$ cat src/rtl/core/blk2_pkg.sv
// shared types, constants and helper functions of the blake2b hash engine
`timescale 1ns / 1ps

package blk2_pkg;

	localparam int BLOCK_BYTES = 128;
	localparam int BLOCK_WORDS = BLOCK_BYTES / 8;
	localparam int ROUNDS      = 12;
	localparam int STEPS       = 16;
	localparam int SIGMA_ROWS  = 10;

	localparam logic [6:0] DIGEST_RST = 7'd64;
	localparam logic [6:0] KEY_RST    = 7'd0;

	localparam logic [63:0] PARAM_BASE = 64'h0000_0000_0101_0000;
	localparam logic [63:0] FINAL_FLAG = 64'hFFFF_FFFF_FFFF_FFFF;

	localparam logic [63:0] IV [0:7] = '{
		64'h6a09e667f3bcc908, 64'hbb67ae8584caa73b,
		64'h3c6ef372fe94f82b, 64'ha54ff53a5f1d36f1,
		64'h510e527fade682d1, 64'h9b05688c2b3e6c1f,
		64'h1f83d9abfb41bd6b, 64'h5be0cd19137e2179
	};

	localparam logic [3:0] SIGMA [0:9][0:15] = '{
		'{4'd0, 4'd1, 4'd2, 4'd3, 4'd4, 4'd5, 4'd6, 4'd7,
		  4'd8, 4'd9, 4'd10, 4'd11, 4'd12, 4'd13, 4'd14, 4'd15},
		'{4'd14, 4'd10, 4'd4, 4'd8, 4'd9, 4'd15, 4'd13, 4'd6,
		  4'd1, 4'd12, 4'd0, 4'd2, 4'd11, 4'd7, 4'd5, 4'd3},
		'{4'd11, 4'd8, 4'd12, 4'd0, 4'd5, 4'd2, 4'd15, 4'd13,
		  4'd10, 4'd14, 4'd3, 4'd6, 4'd7, 4'd1, 4'd9, 4'd4},
		'{4'd7, 4'd9, 4'd3, 4'd1, 4'd13, 4'd12, 4'd11, 4'd14,
		  4'd2, 4'd6, 4'd5, 4'd10, 4'd4, 4'd0, 4'd15, 4'd8},
		'{4'd9, 4'd0, 4'd5, 4'd7, 4'd2, 4'd4, 4'd10, 4'd15,
		  4'd14, 4'd1, 4'd11, 4'd12, 4'd6, 4'd8, 4'd3, 4'd13},
		'{4'd2, 4'd12, 4'd6, 4'd10, 4'd0, 4'd11, 4'd8, 4'd3,
		  4'd4, 4'd13, 4'd7, 4'd5, 4'd15, 4'd14, 4'd1, 4'd9},
		'{4'd12, 4'd5, 4'd1, 4'd15, 4'd14, 4'd13, 4'd4, 4'd10,
		  4'd0, 4'd7, 4'd6, 4'd3, 4'd9, 4'd2, 4'd8, 4'd11},
		'{4'd13, 4'd11, 4'd7, 4'd14, 4'd12, 4'd1, 4'd3, 4'd9,
		  4'd5, 4'd0, 4'd15, 4'd4, 4'd8, 4'd6, 4'd2, 4'd10},
		'{4'd6, 4'd15, 4'd14, 4'd9, 4'd11, 4'd3, 4'd0, 4'd8,
		  4'd12, 4'd2, 4'd13, 4'd7, 4'd1, 4'd4, 4'd10, 4'd5},
		'{4'd10, 4'd2, 4'd8, 4'd4, 4'd7, 4'd6, 4'd1, 4'd5,
		  4'd15, 4'd11, 4'd9, 4'd14, 4'd3, 4'd12, 4'd13, 4'd0}
	};

	typedef struct packed {
		logic [63:0] data_word;
		logic [3:0]  byte_count;
		logic        last_word;
	} in_t;

	typedef struct packed {
		logic [63:0] digest_word;
		logic [2:0]  word_index;
		logic        last_digest;
	} out_t;

	// controller to datapath
	typedef struct packed {
		logic       latch;
		logic       merge;
		logic       pad;
		logic       load;
		logic       round;
		logic       finish;
		logic       final_blk;
		logic [3:0] step;
		logic [3:0] rd_addr;
		logic       emit;
		logic [2:0] oidx;
		logic       init;
	} cmd_t;

	// datapath to controller
	typedef struct packed {
		logic       full;
		logic       cnt_nz;
		logic       stage_nz;
		logic       last;
		logic [2:0] nlast;
		logic       out_free;
	} stat_t;

	function automatic logic [6:0] eff_dlen(input logic [6:0] dig);
		logic [6:0] d;
		d = dig;
		if (d == 7'd0) begin
			d = 7'd1;
		end else if (d > 7'd64) begin
			d = 7'd64;
		end
		return d;
	endfunction

	function automatic logic [63:0] param_word(input logic [6:0] dig, input logic [6:0] key);
		logic [6:0] k;
		k = (key > 7'd64) ? 7'd64 : key;
		return PARAM_BASE | {49'b0, k, 8'b0} | {57'b0, eff_dlen(dig)};
	endfunction

endpackage

$ cat src/rtl/core/blk2_ctrl.sv
// sequencing state machine of the blake2b hash engine
`timescale 1ns / 1ps

module blk2_ctrl (
	input  logic            clk,
	input  logic            arst_n,
	input  logic            in_valid,
	output logic            in_ready,
	input  blk2_pkg::stat_t stat,
	output blk2_pkg::cmd_t  cmd
);

	localparam logic [3:0] S_IDLE   = 4'd0;
	localparam logic [3:0] S_CHK    = 4'd1;
	localparam logic [3:0] S_MERGE  = 4'd2;
	localparam logic [3:0] S_POST   = 4'd3;
	localparam logic [3:0] S_FIN    = 4'd4;
	localparam logic [3:0] S_LOAD   = 4'd5;
	localparam logic [3:0] S_RND    = 4'd6;
	localparam logic [3:0] S_FINISH = 4'd7;
	localparam logic [3:0] S_OUT    = 4'd8;

	logic [3:0] state_q, state_d;
	logic       ret_q, ret_d;
	logic       fin_q, fin_d;
	logic [3:0] step_q, step_d;
	logic [3:0] rnd_q, rnd_d;
	logic [3:0] rsel_q, rsel_d;
	logic [2:0] oidx_q, oidx_d;
	logic [3:0] rsel_nx;
	logic [3:0] step_nx;

	assign in_ready = (state_q == S_IDLE);
	assign step_nx  = step_q + 4'd1;

	always_comb begin
		rsel_nx = rsel_q;
		if (step_q == 4'(blk2_pkg::STEPS - 1)) begin
			rsel_nx = (rsel_q == 4'(blk2_pkg::SIGMA_ROWS - 1)) ? 4'd0 : rsel_q + 4'd1;
		end
	end

	always_comb begin
		cmd     = '0;
		state_d = state_q;
		ret_d   = ret_q;
		fin_d   = fin_q;
		step_d  = step_q;
		rnd_d   = rnd_q;
		rsel_d  = rsel_q;
		oidx_d  = oidx_q;
		cmd.step      = step_q;
		cmd.oidx      = oidx_q;
		cmd.final_blk = fin_q;
		case (state_q)
			S_IDLE: begin
				cmd.latch = in_valid;
				if (in_valid) begin
					state_d = S_CHK;
				end
			end
			S_CHK: begin
				// full block held and more bytes coming: compress it first
				if (stat.full && stat.cnt_nz) begin
					fin_d   = 1'b0;
					ret_d   = 1'b0;
					state_d = S_LOAD;
				end else begin
					state_d = S_MERGE;
				end
			end
			S_MERGE: begin
				cmd.merge = 1'b1;
				state_d   = S_POST;
			end
			S_POST: begin
				// block filled up mid-word, spill bytes still in stage
				if (stat.full && stat.stage_nz) begin
					fin_d   = 1'b0;
					ret_d   = 1'b1;
					state_d = S_LOAD;
				end else begin
					state_d = S_FIN;
				end
			end
			S_FIN: begin
				if (stat.last) begin
					cmd.pad = 1'b1;
					fin_d   = 1'b1;
					state_d = S_LOAD;
				end else begin
					state_d = S_IDLE;
				end
			end
			S_LOAD: begin
				cmd.load    = 1'b1;
				cmd.rd_addr = blk2_pkg::SIGMA[0][0];
				step_d      = 4'd0;
				rnd_d       = 4'd0;
				rsel_d      = 4'd0;
				state_d     = S_RND;
			end
			S_RND: begin
				cmd.round   = 1'b1;
				cmd.rd_addr = blk2_pkg::SIGMA[rsel_nx][step_nx];
				step_d      = step_nx;
				if (step_q == 4'(blk2_pkg::STEPS - 1)) begin
					rsel_d = rsel_nx;
					rnd_d  = rnd_q + 4'd1;
					if (rnd_q == 4'(blk2_pkg::ROUNDS - 1)) begin
						state_d = S_FINISH;
					end
				end
			end
			S_FINISH: begin
				cmd.finish = 1'b1;
				oidx_d     = 3'd0;
				if (fin_q) begin
					state_d = S_OUT;
				end else if (ret_q) begin
					state_d = S_FIN;
				end else begin
					state_d = S_MERGE;
				end
			end
			S_OUT: begin
				if (stat.out_free) begin
					cmd.emit = 1'b1;
					if (oidx_q == stat.nlast) begin
						cmd.init = 1'b1;
						state_d  = S_IDLE;
					end else begin
						oidx_d = oidx_q + 3'd1;
					end
				end
			end
			default: begin
				state_d = S_IDLE;
			end
		endcase
	end

	always_ff @(posedge clk or negedge arst_n) begin
		if (!arst_n) begin
			state_q <= S_IDLE;
			ret_q   <= 1'b0;
			fin_q   <= 1'b0;
			step_q  <= 4'd0;
			rnd_q   <= 4'd0;
			rsel_q  <= 4'd0;
			oidx_q  <= 3'd0;
		end else begin
			state_q <= state_d;
			ret_q   <= ret_d;
			fin_q   <= fin_d;
			step_q  <= step_d;
			rnd_q   <= rnd_d;
			rsel_q  <= rsel_d;
			oidx_q  <= oidx_d;
		end
	end

endmodule

$ cat config.mk
export PLATFORM = sky130hd
export DESIGN_NAME = blk2_ctrl
export DESIGN_NICKNAME = d
export VERILOG_FILES = /design/src/rtl/core/blk2_pkg.sv /design/src/rtl/core/blk2_ctrl.sv
export SDC_FILE = /design/constraint.sdc
export NUM_CORES = 1
export LEC_CHECK = 0
export BUFFER_PORTS_ARGS = -buffer_cell sky130_fd_sc_hd__buf_2
export CAP_MARGIN = 10
export CORE_UTILIZATION = 55
export CTS_BUF_LIST = sky130_fd_sc_hd__clkbuf_8 sky130_fd_sc_hd__clkbuf_16
export DETAILED_ROUTE_END_ITERATION = 10
export PLACE_DENSITY = 0.84
export SLEW_MARGIN = 20
export SYNTH_ARGS = -nofsm -noshare
export SYNTH_HDL_FRONTEND = slang
export SYNTH_SLANG_ARGS = --single-unit
$ cat constraint.sdc
create_clock -name clk -period 5.17 [get_ports clk]
set_input_delay 0.2585 -clock clk [delete_from_list [all_inputs] [get_ports clk]]
set_output_delay 0.2585 -clock clk [all_outputs]
set_load 0.005 [all_outputs]
==> qor.yml, run 1 <==
final_layout:
  diodes: 0
  syn2layout_area_growth_pct: 3.63
  seqCellArea_um2: 526
  final_core_util_pct: 59.2
  nets: 509
  drive_gt1_share_pct: 12.8
  layoutNonFillerInstCount: 558
  multiInputGateArea_um2: 2520
  fin_area_um2: 3500
  nFillCells: 550
global_routing:
  grt_usage_pct: 39.7
  grt_pass1_wl_mm: 19.8
  gr-total-overflow: 0
  grt_max_degree: 44
  antenna_found_initial: 0
  grt_pass1_vias: 3764
placed_design:
  dp.cells: 553
  globalplace.congestion: 1.06
  place_area_um2: 3450
  post-dp-hpwl_mm: 8.43
  io_buffers: 31
sta:
  timing.hold.ws_ns: 0.281
  fin_crit_sh_pct: 86.4
  max_slew_margin_pct: 37.1
  worst_slew_pin_slew_ns: 0.930
  finClkSkew_ns: 0.00219
  fmax_ghz: 0.224
  maxSlewViolCount: 0
  hold_violations: 0
  fin_crit_ns: 4.46
  setup_viol: 0
  rsz0062_at_grt: "false"
  tns_ns: 0
synth:
  yosysWarningCount: 0
  async_flop_share_pct: 100
  synth.avg_cell_area_um2: 6.96
  synth_ff_type: "dfrtp_1"
  syn_inst: 486
  seq_area_frac_synth_pct: 15.5
  syn_nets: 511
  synth-seq-cells: 21
  yosys.area.top_type: "dfrtp_1"
  synth_edf_count: 0
  yosys.cell_types.count: 73
  synthesis.area_um2: 3380
  synth_area_leaders: "dfrtp_1 (16%), a21oi_1 (6.1%), o21ai_0 (5.5%)"
  synth_top_area_share_pct: 15.5
clock_tree:
  clockBufferDepth: 2
  root_buffer: "clkbuf_8"
  cts-buffers-inserted: 3
  clock-sinks: 21
  cts_tree: "built"
  cts-resized-gates: 0
  h-tree-depth: 1
  path_clk_slew_ns: 0.07
  clk_latency_ns: 0.26
critical_path:
  cp_num_buf_inv: 2
  path_cells: "ha_1 > and4_4 > nor2_1 > a21oi_1 > inv_1 > ha_1 > a22oi_1 > o221ai_1 > a221o_1 > o311a_1 > nor4_1 > o32a_1 > buf_2"
  r2r_slack_ns: 2.67
  r2r_start: "step_q[1]$_DFFE_PN0P_"
  critical_path_class: "reg -> out"
  path_max_fanout: 20
  critPathTopFamily: "compound AO/OA/AOI/OAI gates"
  max_stage_delay_ns: 0.48
  cp.depth: 13
  cpMostUsedCell: "ha_1"
  endpoint_kind: "primary output"
  rr_worst_depth: 6
  rr_endpoint: "rsel_q[3]$_DFFE_PN0P_"
  cp-start-kind: "flip-flop"
  worstPathArrival_ns: 4.21
  cpMaxStageDelayCell: "nor4_1"
  required_ns: 4.91
routing:
  routed_wl_mm: 12.3
  avgViaCountPerCell: 7.49
  dr.pass1.iters: 6
  ant_nets: 0
  routed-via-count: 4179
  drtIter0Drc: 881
  post-route-drc-count: 0
  avgRoutedWirePerCell_um: 22.0
floorplan:
  core-area_um2: 5920
  die-area_um2: 6470
  start_util_pct: 57.1
  boundaryPins: 32
  rows: 28
  fp.dieH_um: 80.4
  die_x_um: 80.4
run_status:
  status: "complete, no violations"
job:
  maxCapViolCount: 0
min_path:
  hp-class: "in -> reg"
  hp-start: "stat[7]"
  holdPathStages: 3
  min_to: "ret_q$_DFFE_PN0P_"
pwr:
  powerDensity_nw_per_um2: 80.2
  irDropWorstVdd_uv: 134
  leakage_nw: 1.44
==> worst max path at each step <==
stage,startpoint,to,slack (ns)
after floorplan,rsel_q[2]$_DFFE_PN0P_,cmd[5],1.68
after detailed placement,step_q[1]$_DFFE_PN0P_,cmd[5],1.14
after global routing,step_q[1]$_DFFE_PN0P_,cmd[5],0.52
after CTS,step_q[1]$_DFFE_PN0P_,cmd[5],0.83
after global placement,step_q[1]$_DFFE_PN0P_,cmd[5],1.24
final,step_q[1]$_DFFE_PN0P_,cmd[5],0.71
==> worst register-to-register path, cell delays in order (launching register included) <==
cell and delay, ns:
dfrtp_1 0.39, ha_1 0.38, nand4_2 0.15, buf_4 0.26, o21ai_1 0.30, and2_1 0.67
o21ai_0 0.21
==> layer usage <==
metal	part of all wire [%]	GRT usage, %
met1	40	56.1
met2	41	55.4
met3	15	12.0
met4	4.2	15.4
met5	0	0
==> sequential cells by signal (all words and copies together) (netlist names) <==
name / cells
rnd_q: 4
rsel_q: 4
state_q: 4
step_q: 4
oidx_q: 3
fin_q: 1
ret_q: 1
==> per-stage QoR <==
| step | setup WS, ns | power, mW |
|---|---|---|
| after floorplan | 1.68 | 0.170 |
| after global placement | 1.24 | 0.177 |
| after detailed placement | 1.14 | 0.178 |
| after CTS | 0.828 | 0.283 |
| after global routing | 0.521 | 0.294 |
| final | 0.705 | 0.281 |
==> placed cells by master, fill, tap and decap left out, drive strengths merged, types with 8 or more instances in the layout <==
| cell type | netlist | layout |
|---|---|---|
| nor2 | 46 | 46 |
| nand2 | 45 | 45 |
| buf | 30 | 43 |
| o21ai | 42 | 42 |
| a21oi | 41 | 41 |
| nand3 | 22 | 22 |
| dfrtp | 21 | 21 |
| inv | 17 | 18 |
| nor3 | 16 | 16 |
| ha | 14 | 14 |
| nor2b | 10 | 10 |
| a211oi | 10 | 10 |
| xor2 | 9 | 9 |
| o22ai | 9 | 9 |
| and3 | 8 | 8 |
| o221ai | 8 | 8 |
| o311ai | 8 | 8 |
==> area by class of cell <==
class                      count  area share, %
tap                           75           2.68
inverter                      18           1.93
timing repair buffer          44           7.28
clock inverter                 1          0.107
clock buffer                   3           1.18
sequential                    21           15.0
multi-input combinational    396           71.8
==> logic make-up after synthesis <==
group | Yosys count | synth area share, %
buffers and inverters | 69 | 10.0
XOR/XNOR | 15 | 4.44
AND/OR/NAND/NOR | 177 | 25.5
adder cells (fa/ha/maj) | 17 | 6.18
AO/OA/AOI/OAI | 183 | 37.1
multiplexers | 4 | 1.18
flip-flops | 21 | 15.5
==> cells in the mapped netlist (7+ instances only) <==
cell type	n
o22ai_1	8
dfrtp_1	21
o221ai_1	8
clkbuf_1	21
xor2_1	9
o211ai_1	7
inv_1	15
o21ai_0	37
nor4_1	7
nand3_1	22
nor3_1	15
and3_1	8
a31oi_1	7
a211oi_1	9
nor2b_1	10
buf_4	7
ha_1	14
buf_2	13
nor2_1	46
a21oi_1	41
nand2_1	43
==> timing repair <==
item | CTS | global route
hold buffers | 1 | 0
setup buffers | 0 | 0
endpoints found under the hold margin | 21 | 0
==> power breakdown <==
| part | switching (mW) | internal, mW |
|---|---|---|
| clock | 0.0530 | 0.0530 |
| sequential | 0 | 0.164 |
| combinational | 0.00641 | 0.00445 |
Note: power is estimated with default switching activity, not from simulation.
==> run 2: changes to the inputs <==
ABC_AREA = 1   (was default)
PLACE_DENSITY = 0.82   (was 0.84)
==> run 2 against run 1 <==
Effect of this change: wire length shrank 38%; combinational power grew to 54 times the previous value; synthesized cell count shrank 12%; clock skew grew 0.0036 ns; power grew to 3.4 times the previous value; final area shrank 22%; clock power is essentially flat; critical path type unchanged; largest cell class unchanged; largest power group is now combinational cells.
==> qor.yml, run 2 <==
pwr:
  leakage_nw: 1.54  # was 1.44 nW
  p_clk_share_pct: 11.5  # was 37.7%
  irDropWorstVdd_uv: 254  # was 134 µV
  powerDensity_nw_per_um2: 348  # was 80.2 nW/µm²
  power_frac_seq_pct: 26.8  # was 58.4%
  internal-power_mw: 0.456  # was 0.222 mW
  p_sw_mw: 0.492  # was 0.0594 mW
  switching_share_pct: 51.9  # was 21.2%
  share_comb_of_total_power_pct: 61.7  # was 3.9%
floorplan:
  die-area_um2: 4850  # was 6470 µm²
  core-area_um2: 4380  # was 5920 µm²
  fp.dieH_um: 69.7  # was 80.4 µm
  boundaryPins: 32  # unchanged
  start_util_pct: 57.4  # was 57.1%
  die_x_um: 69.7  # was 80.4 µm
  rows: 24  # was 28
sta:
  fmax_ghz: 0.258  # was 0.224 GHz
  tns_ns: 0  # unchanged
  fin_crit_ns: 3.87  # was 4.46 ns
  worst_slew_pin_slew_ns: 0.767  # was 0.930 ns
  rsz0062_at_grt: "false"  # unchanged
  finClkSkew_ns: 0.00582  # was 0.00219 ns
  maxSlewViolCount: 0  # unchanged
  setup_viol: 0  # unchanged
  hold_violations: 0  # unchanged
  max_slew_margin_pct: 48.9  # was 37.1%
  fin_crit_sh_pct: 74.9  # was 86.4%
critical_path:
  required_ns: 4.91  # about the same
  path_cells: "ha_1 > nand2_2 > nor2_4 > nand3_1 > o21ai_2 > inv_1 > ha_1 > inv_1 > nand2_1 > nand2_1 > o21ai_0 > nand2_1 > nand3_1 > nand3_1 > nand3_1 > nand2_1 > buf_2"  # was ha_1 > and4_4 > nor2_1 > a21oi_1 > inv_1 > ha_1 > a22oi_1 > o221ai_1 > a221o_1 > o311a_1 > nor4_1 > o32a_1 > buf_2
  cpMaxStageDelayCell: "dfrtp_1"  # was nor4_1
  critical_path_class: "reg -> out"  # unchanged
  path_max_fanout: 19  # was 20
  worstPathArrival_ns: 3.62  # was 4.21 ns
  max_stage_delay_ns: 0.85  # was 0.48 ns
  cp-start-kind: "flip-flop"  # unchanged
  endpoint_kind: "primary output"  # unchanged
clock_tree:
  cts_tree: "built"  # unchanged
  ctsHoldBuffers: 1  # unchanged
  clock-sinks: 21  # unchanged
  path_clk_slew_ns: 0.08  # was 0.07 ns
  h-tree-depth: 1  # unchanged
  clockBufferDepth: 2  # unchanged
  cts-resized-gates: 0  # unchanged
  root_buffer: "clkbuf_8"  # unchanged
  cts-buffers-inserted: 3  # unchanged
  clk_latency_ns: 0.26  # about the same
  cts_setup_buffers: 0  # unchanged
synth:
  synth_area_leaders: "dfrtp_1 (21%), nand2_1 (20%), nand3_1 (16%)"  # was dfrtp_1 (16%), a21oi_1 (6.1%), o21ai_0 (5.5%)
  seq_area_frac_synth_pct: 20.9  # was 15.5%
  synthesis.area_um2: 2520  # was 3380 µm²
  yosys.area.top_type: "dfrtp_1"  # unchanged
  async_flop_share_pct: 100  # unchanged
  yosysMostFrequentCell: "nand2_1"  # was nor2_1
  yosys.cell_types.count: 36  # was 73
  syn_inst: 430  # was 486
  ys_top_cells_by_count: "nand2_1 (137), nand3_1 (82), inv_1 (48)"  # was nor2_1 (46), nand2_1 (43), a21oi_1 (41)
  syn_nets: 455  # was 511
  synth.avg_cell_area_um2: 5.86  # was 6.96 µm²
  synth_top_area_share_pct: 20.9  # was 15.5%
  synth-seq-cells: 21  # unchanged
  yosysWarningCount: 0  # unchanged
  synth_ff_type: "dfrtp_1"  # unchanged
  synth_edf_count: 0  # unchanged
final_layout:
  diodes: 0  # unchanged
  fin_area_um2: 2720  # was 3500 µm²
  nFillCells: 429  # was 550
  syn2layout_area_growth_pct: 8.15  # was 3.63%
  nets: 481  # was 509
  layout_common_cells: "nand2_1 (137), nand3_1 (82), inv_1 (49)"  # was nor2_1 (46), nand2_1 (43), a21oi_1 (41)
  drive_gt1_share_pct: 11.2  # was 12.8%
  layout_commonest_cell: "nand2_1"  # was nor2_1
routing:
  routed_wl_mm: 7.64  # was 12.3 mm
  avgRoutedWirePerCell_um: 15.1  # was 22.0 µm
  wl_met3_um: 464  # was 1.84 mm
  routed-via-count: 2935  # was 4179
  topRoutingLayerUsed: "met4"  # unchanged
  dr.pass1.iters: 5  # was 6
  drt-met1-wl_mm: 3.12  # was 4.92 mm
  post-route-drc-count: 0  # unchanged
  met2WireLength_mm: 3.76  # was 5.01 mm
  ant_nets: 0  # unchanged
  drtIter0Drc: 273  # was 881
  avgViaCountPerCell: 5.79  # was 7.49
global_routing:
  grt_usage_pct: 32.8  # was 39.7%
  grt_max_degree: 37  # was 44
  gr-total-overflow: 0  # unchanged
  grt_pass1_vias: 2819  # was 3764
  grt_pass1_wl_mm: 12.9  # was 19.8 mm
  antenna_found_initial: 0  # unchanged
placed_design:
  place_area_um2: 2670  # was 3450 µm²
  post-dp-hpwl_mm: 5.84  # was 8.43 mm
  io_buffers: 31  # unchanged
  globalplace.congestion: 1.00  # was 1.06
run_status:
  status: "complete, no violations"  # unchanged
job:
  maxCapViolCount: 0  # unchanged
min_path:
  hp-class: "in -> reg"  # unchanged
## run 2: area by class of cell
| class | instances | area, µm² | share of cell area (%) |
|---|---|---|---|
| Clock inverter | 1 | 3.75 | 0.138 |
| Clock buffer | 3 | 41.3 | 1.52 |
| Timing Repair Buffer | 33 | 173 | 6.34 |
| Tap cell | 52 | 65.1 | 2.39 |
| Inverter | 53 | 199 | 7.30 |
| Multi-Input combinational cell | 344 | 1720 | 63.0 |
| Sequential cell | 21 | 526 | 19.3 |
## run 2: metal layers
metal	global-route usage, %	vias to the layer above
met5	0	-
met4	14.4	0
met3	4.22	26
met2	57.3	144
met1	40.2	1317
li1	-	1448
## run 2: worst max-delay path, delay by kind of cell (launching register included)
family / cells / cell delay (ns)
flip-flops: 1 / 0.85
AND/OR/NAND/NOR: 10 / 1.04
buffers and inverters: 3 / 0.36
AO/OA/AOI/OAI: 2 / 0.36
adder cells (fa/ha/maj): 2 / 0.76
## run 2: final timing paths
check                                        endpoint  cells after the start                   from  slack [ns]
worst min register to register   rnd_q[1]$_DFFE_PN0P_                      2   rnd_q[1]$_DFFE_PN0P_        0.52
worst max-delay path                           cmd[7]                     17  step_q[0]$_DFFE_PN0P_        1.30
max in group asynchronous       step_q[1]$_DFFE_PN0P_                      2                 arst_n        4.36
worst min-delay path                ret_q$_DFFE_PN0P_                      3                stat[5]        0.30
min in group asynchronous       oidx_q[0]$_DFFE_PN0P_                      2                 arst_n        0.49
worst max register to register  step_q[1]$_DFFE_PN0P_                      3  step_q[0]$_DFFE_PN0P_        2.62
## run 2: cells by family after synthesis
family | share of synthesized area, %
AO/OA/AOI/OAI | 10.7
XOR/XNOR | 2.09
adder cells (fa/ha/maj) | 6.95
buffers and inverters | 11.0
flip-flops | 20.9
AND/OR/NAND/NOR | 48.4
## run 2: power by group through the flow
stage	clock network, mW	registers, mW	logic (mW)
final	0.109	0.254	0.585
after global routing	0.114	0.259	0.660
after CTS	0.108	0.252	0.576
after detailed placement	0	0.255	0.572
after global placement	0	0.254	0.568
after floorplan	0	0.231	0.436
## run 2: metrics by stage
step           hold slack [ns]  utilization, %  cells  setup slack, ns  power, mW
2_1_floorplan          -0.0371               -    430             2.60      0.667
3_3_place_gp             0.237            60.9    502             1.76      0.822
3_5_place_dp             0.241            60.9    502             1.66      0.827
4_1_cts                  0.286            62.1    507             1.37      0.936
5_1_grt                  0.293            62.1    507            0.972       1.03
6_report                 0.296            62.1    507             1.30      0.948
==> run 3: changes to the inputs <==
clock period = 3.7 ns   (was 5.17 ns; I/O delays follow)
==> run 3 against run 2 <==
Effect of this change: sequential share of layout area fell by 0.13 points; core utilization is 0.43 points higher; hold slack got worse by 0.088 ns; count of clock-buffer cells in the layout is the same; combinational power grew 48%; wire length shrank 0.50%; sequential cell count did not move; critical path depth is the same; sequential power up 29%; highest routed layer unchanged.
==> qor.yml, run 3 (same netlist as run 2, synthesis figures left out) <==
sta:
  tns_ns: 0  # unchanged
  fmax_ghz: 0.310
  fin_ws_ns: 0.472  # was 1.30 ns
  fin_crit_sh_pct: 87.2
  finClkSkew_ns: 0.00753  # was 0.00582 ns
  setup_viol: 0  # unchanged
  fin_crit_ns: 3.23
  max_slew_margin_pct: 52.0  # was 48.9%
  maxSlewViolCount: 0  # unchanged
  worst_slew_pin_slew_ns: 0.718  # was 0.767 ns
  rsz0062_at_grt: "false"  # unchanged
  hold_violations: 0  # unchanged
final_layout:
  diodes: 0  # unchanged
  layout_commonest_cell: "nand2_1"  # unchanged
  syn2layout_area_growth_pct: 8.89  # was 8.15%
  nFillCells: 443  # was 429
  nets: 483  # was 481
  seqCellArea_um2: 526  # unchanged
  multiInputGateArea_um2: 1720  # unchanged
  layout_common_cells: "nand2_1 (137), nand3_1 (82), inv_1 (48)"  # was nand2_1 (137), nand3_1 (82), inv_1 (49)
  drive_gt1_share_pct: 11.8  # was 11.2%
placed_design:
  post-dp-hpwl_mm: 5.77  # was 5.84 mm
  dp_slack_ns: 0.813  # was 1.66 ns
  globalplace.congestion: 1.03  # was 1.00
  io_buffers: 31  # unchanged
global_routing:
  gr-total-overflow: 0  # unchanged
  grt_usage_pct: 33.4  # was 32.8%
  grt_pass1_vias: 3020  # was 2819
  grt_pass1_wl_mm: 13.4  # was 12.9 mm
  antenna_found_initial: 0  # unchanged
  grt_max_degree: 37  # unchanged
routing:
  drtIter0Drc: 355  # was 273
  ant_nets: 0  # unchanged
  routed-via-count: 2997  # was 2935
  avgRoutedWirePerCell_um: 14.9  # was 15.1 µm
  avgViaCountPerCell: 5.89  # was 5.79
  routed_wl_mm: 7.60  # was 7.64 mm
  post-route-drc-count: 0  # unchanged
  dr.pass1.iters: 6  # was 5
pwr:
  internal-power_mw: 0.651  # was 0.456 mW
  switching_share_pct: 51.8  # was 51.9%
  power_frac_seq_pct: 24.2  # was 26.8%
  p_clk_share_pct: 11.8  # was 11.5%
  powerDensity_nw_per_um2: 493  # was 348 nW/µm²
  p_sw_mw: 0.701  # was 0.492 mW
  leakage_nw: 1.54  # about the same
  irDropWorstVdd_uv: 367  # was 254 µV
  share_comb_of_total_power_pct: 64.0  # was 61.7%
critical_path:
  rr_endpoint: "rnd_q[3]$_DFFE_PN0P_"  # was step_q[1]$_DFFE_PN0P_
  cp-start-kind: "flip-flop"  # unchanged
  r2r_start: "state_q[1]$_DFFE_PN0P_"  # was step_q[0]$_DFFE_PN0P_
  critical_path_class: "reg -> out"  # unchanged
  r2r_slack_ns: 1.58  # was 2.62 ns
  path_max_fanout: 8  # was 19
  required_ns: 3.51  # was 4.91 ns
  endpoint_kind: "primary output"  # unchanged
  cp-startpoint: "step_q[1]$_DFFE_PN0P_"  # was step_q[0]$_DFFE_PN0P_
  rr_worst_depth: 11  # was 3
  worstPathArrival_ns: 3.04  # was 3.62 ns
floorplan:
  rows: 24  # unchanged
  die_x_um: 69.7  # unchanged
  boundaryPins: 32  # unchanged
  fp.dieH_um: 69.7  # unchanged
  core-area_um2: 4380  # unchanged
  start_util_pct: 57.4  # unchanged
  die-area_um2: 4850  # unchanged
clock_tree:
  cts-buffers-inserted: 3  # unchanged
  h-tree-depth: 1  # unchanged
  cts_tree: "built"  # unchanged
  ctsHoldBuffers: 1  # unchanged
  root_buffer: "clkbuf_8"  # unchanged
  clock-sinks: 21  # unchanged
  path_clk_slew_ns: 0.08  # about the same
  clk_latency_ns: 0.27  # was 0.26 ns
  cts_setup_buffers: 0  # unchanged
  clockBufferDepth: 2  # unchanged
  cts-resized-gates: 0  # unchanged
min_path:
  hp-start: "stat[5]"  # unchanged
  hp-class: "in -> reg"  # unchanged
  holdPathStages: 3  # unchanged
  min_to: "ret_q$_DFFE_PN0P_"  # unchanged
run_status:
  status: "complete, no violations"  # unchanged
job:
  maxCapViolCount: 0  # unchanged
## run 3: changes by cell type in the layout (fill, tap and decap cells not counted)
| cell | previous run | this run |
|---|---|---|
| buf_4 | 1 | 3 |
| clkinvlp_4 | 0 | 1 |
| inv_1 | 49 | 48 |
## run 3: layer usage
layer / wire length (µm) / share of wire (%) / vias up / GRT usage (%)
li1: - / - / 1464 / -
met1: 3050 / 40 / 1345 / 39.9
met2: 3720 / 49 / 153 / 58.4
met3: 551 / 7.2 / 35 / 5.38
met4: 284 / 3.7 / 0 / 15.8
met5: 0 / 0 / - / 0
## run 3: how the worst max path moves through the flow
stage | end | slack, ns | depth (start not counted)
6_report | cmd[7] | 0.47 | 17
5_1_grt | cmd[5] | 0.13 | 17
4_1_cts | cmd[5] | 0.48 | 18
3_5_place_dp | cmd[5] | 0.81 | 17
3_3_place_gp | cmd[5] | 0.90 | 17
2_1_floorplan | cmd[5] | 1.20 | 16
## run 3: power groups by stage
stage	logic [mW]	registers, mW	clock network [mW]
CTS	0.847	0.326	0.159
global route	0.966	0.335	0.168
detailed placement	0.842	0.330	0
finish	0.865	0.327	0.159
global placement	0.841	0.328	0
floorplan	0.609	0.323	0
## run 3: area by class of cell
class	instances	area share, %
Sequential cell	21	19.2
Clock inverter	1	0.274
Multi-Input combinational cell	344	62.6
Tap cell	52	2.37
Inverter	53	7.25
Clock buffer	3	1.51
Timing Repair Buffer	35	6.84
## run 3: metrics by stage
| stage | cells | hold WS (ns) | power, mW | utilization, % | cell area, µm² |
|---|---|---|---|---|---|
| final | 509 | 0.208 | 1.35 | 62.6 | 2740 |
| after global routing | 509 | 0.252 | 1.47 | 62.6 | 2740 |
| after CTS | 509 | 0.213 | 1.33 | 62.6 | 2740 |
| after detailed placement | 504 | 0.170 | 1.17 | 61.2 | 2680 |
| after global placement | 504 | 0.165 | 1.17 | 61.2 | 2680 |
| after floorplan | 430 | -0.111 | 0.932 | - | 2520 |
## run 3: worst max-delay path, cell delays in order, from the launching register on
cell and delay, ns:
dfrtp_1 0.39, ha_1 0.26, nand2_2 0.10, nor2_4 0.19
nand3_1 0.12, o21ai_2 0.16, inv_1 0.19, ha_1 0.40
inv_1 0.05, nand2_1 0.10, nand2_1 0.15, o21ai_0 0.19
nand2_1 0.06, nand3_1 0.07, nand3_1 0.08, nand3_1 0.09
nand2_1 0.05, buf_2 0.12
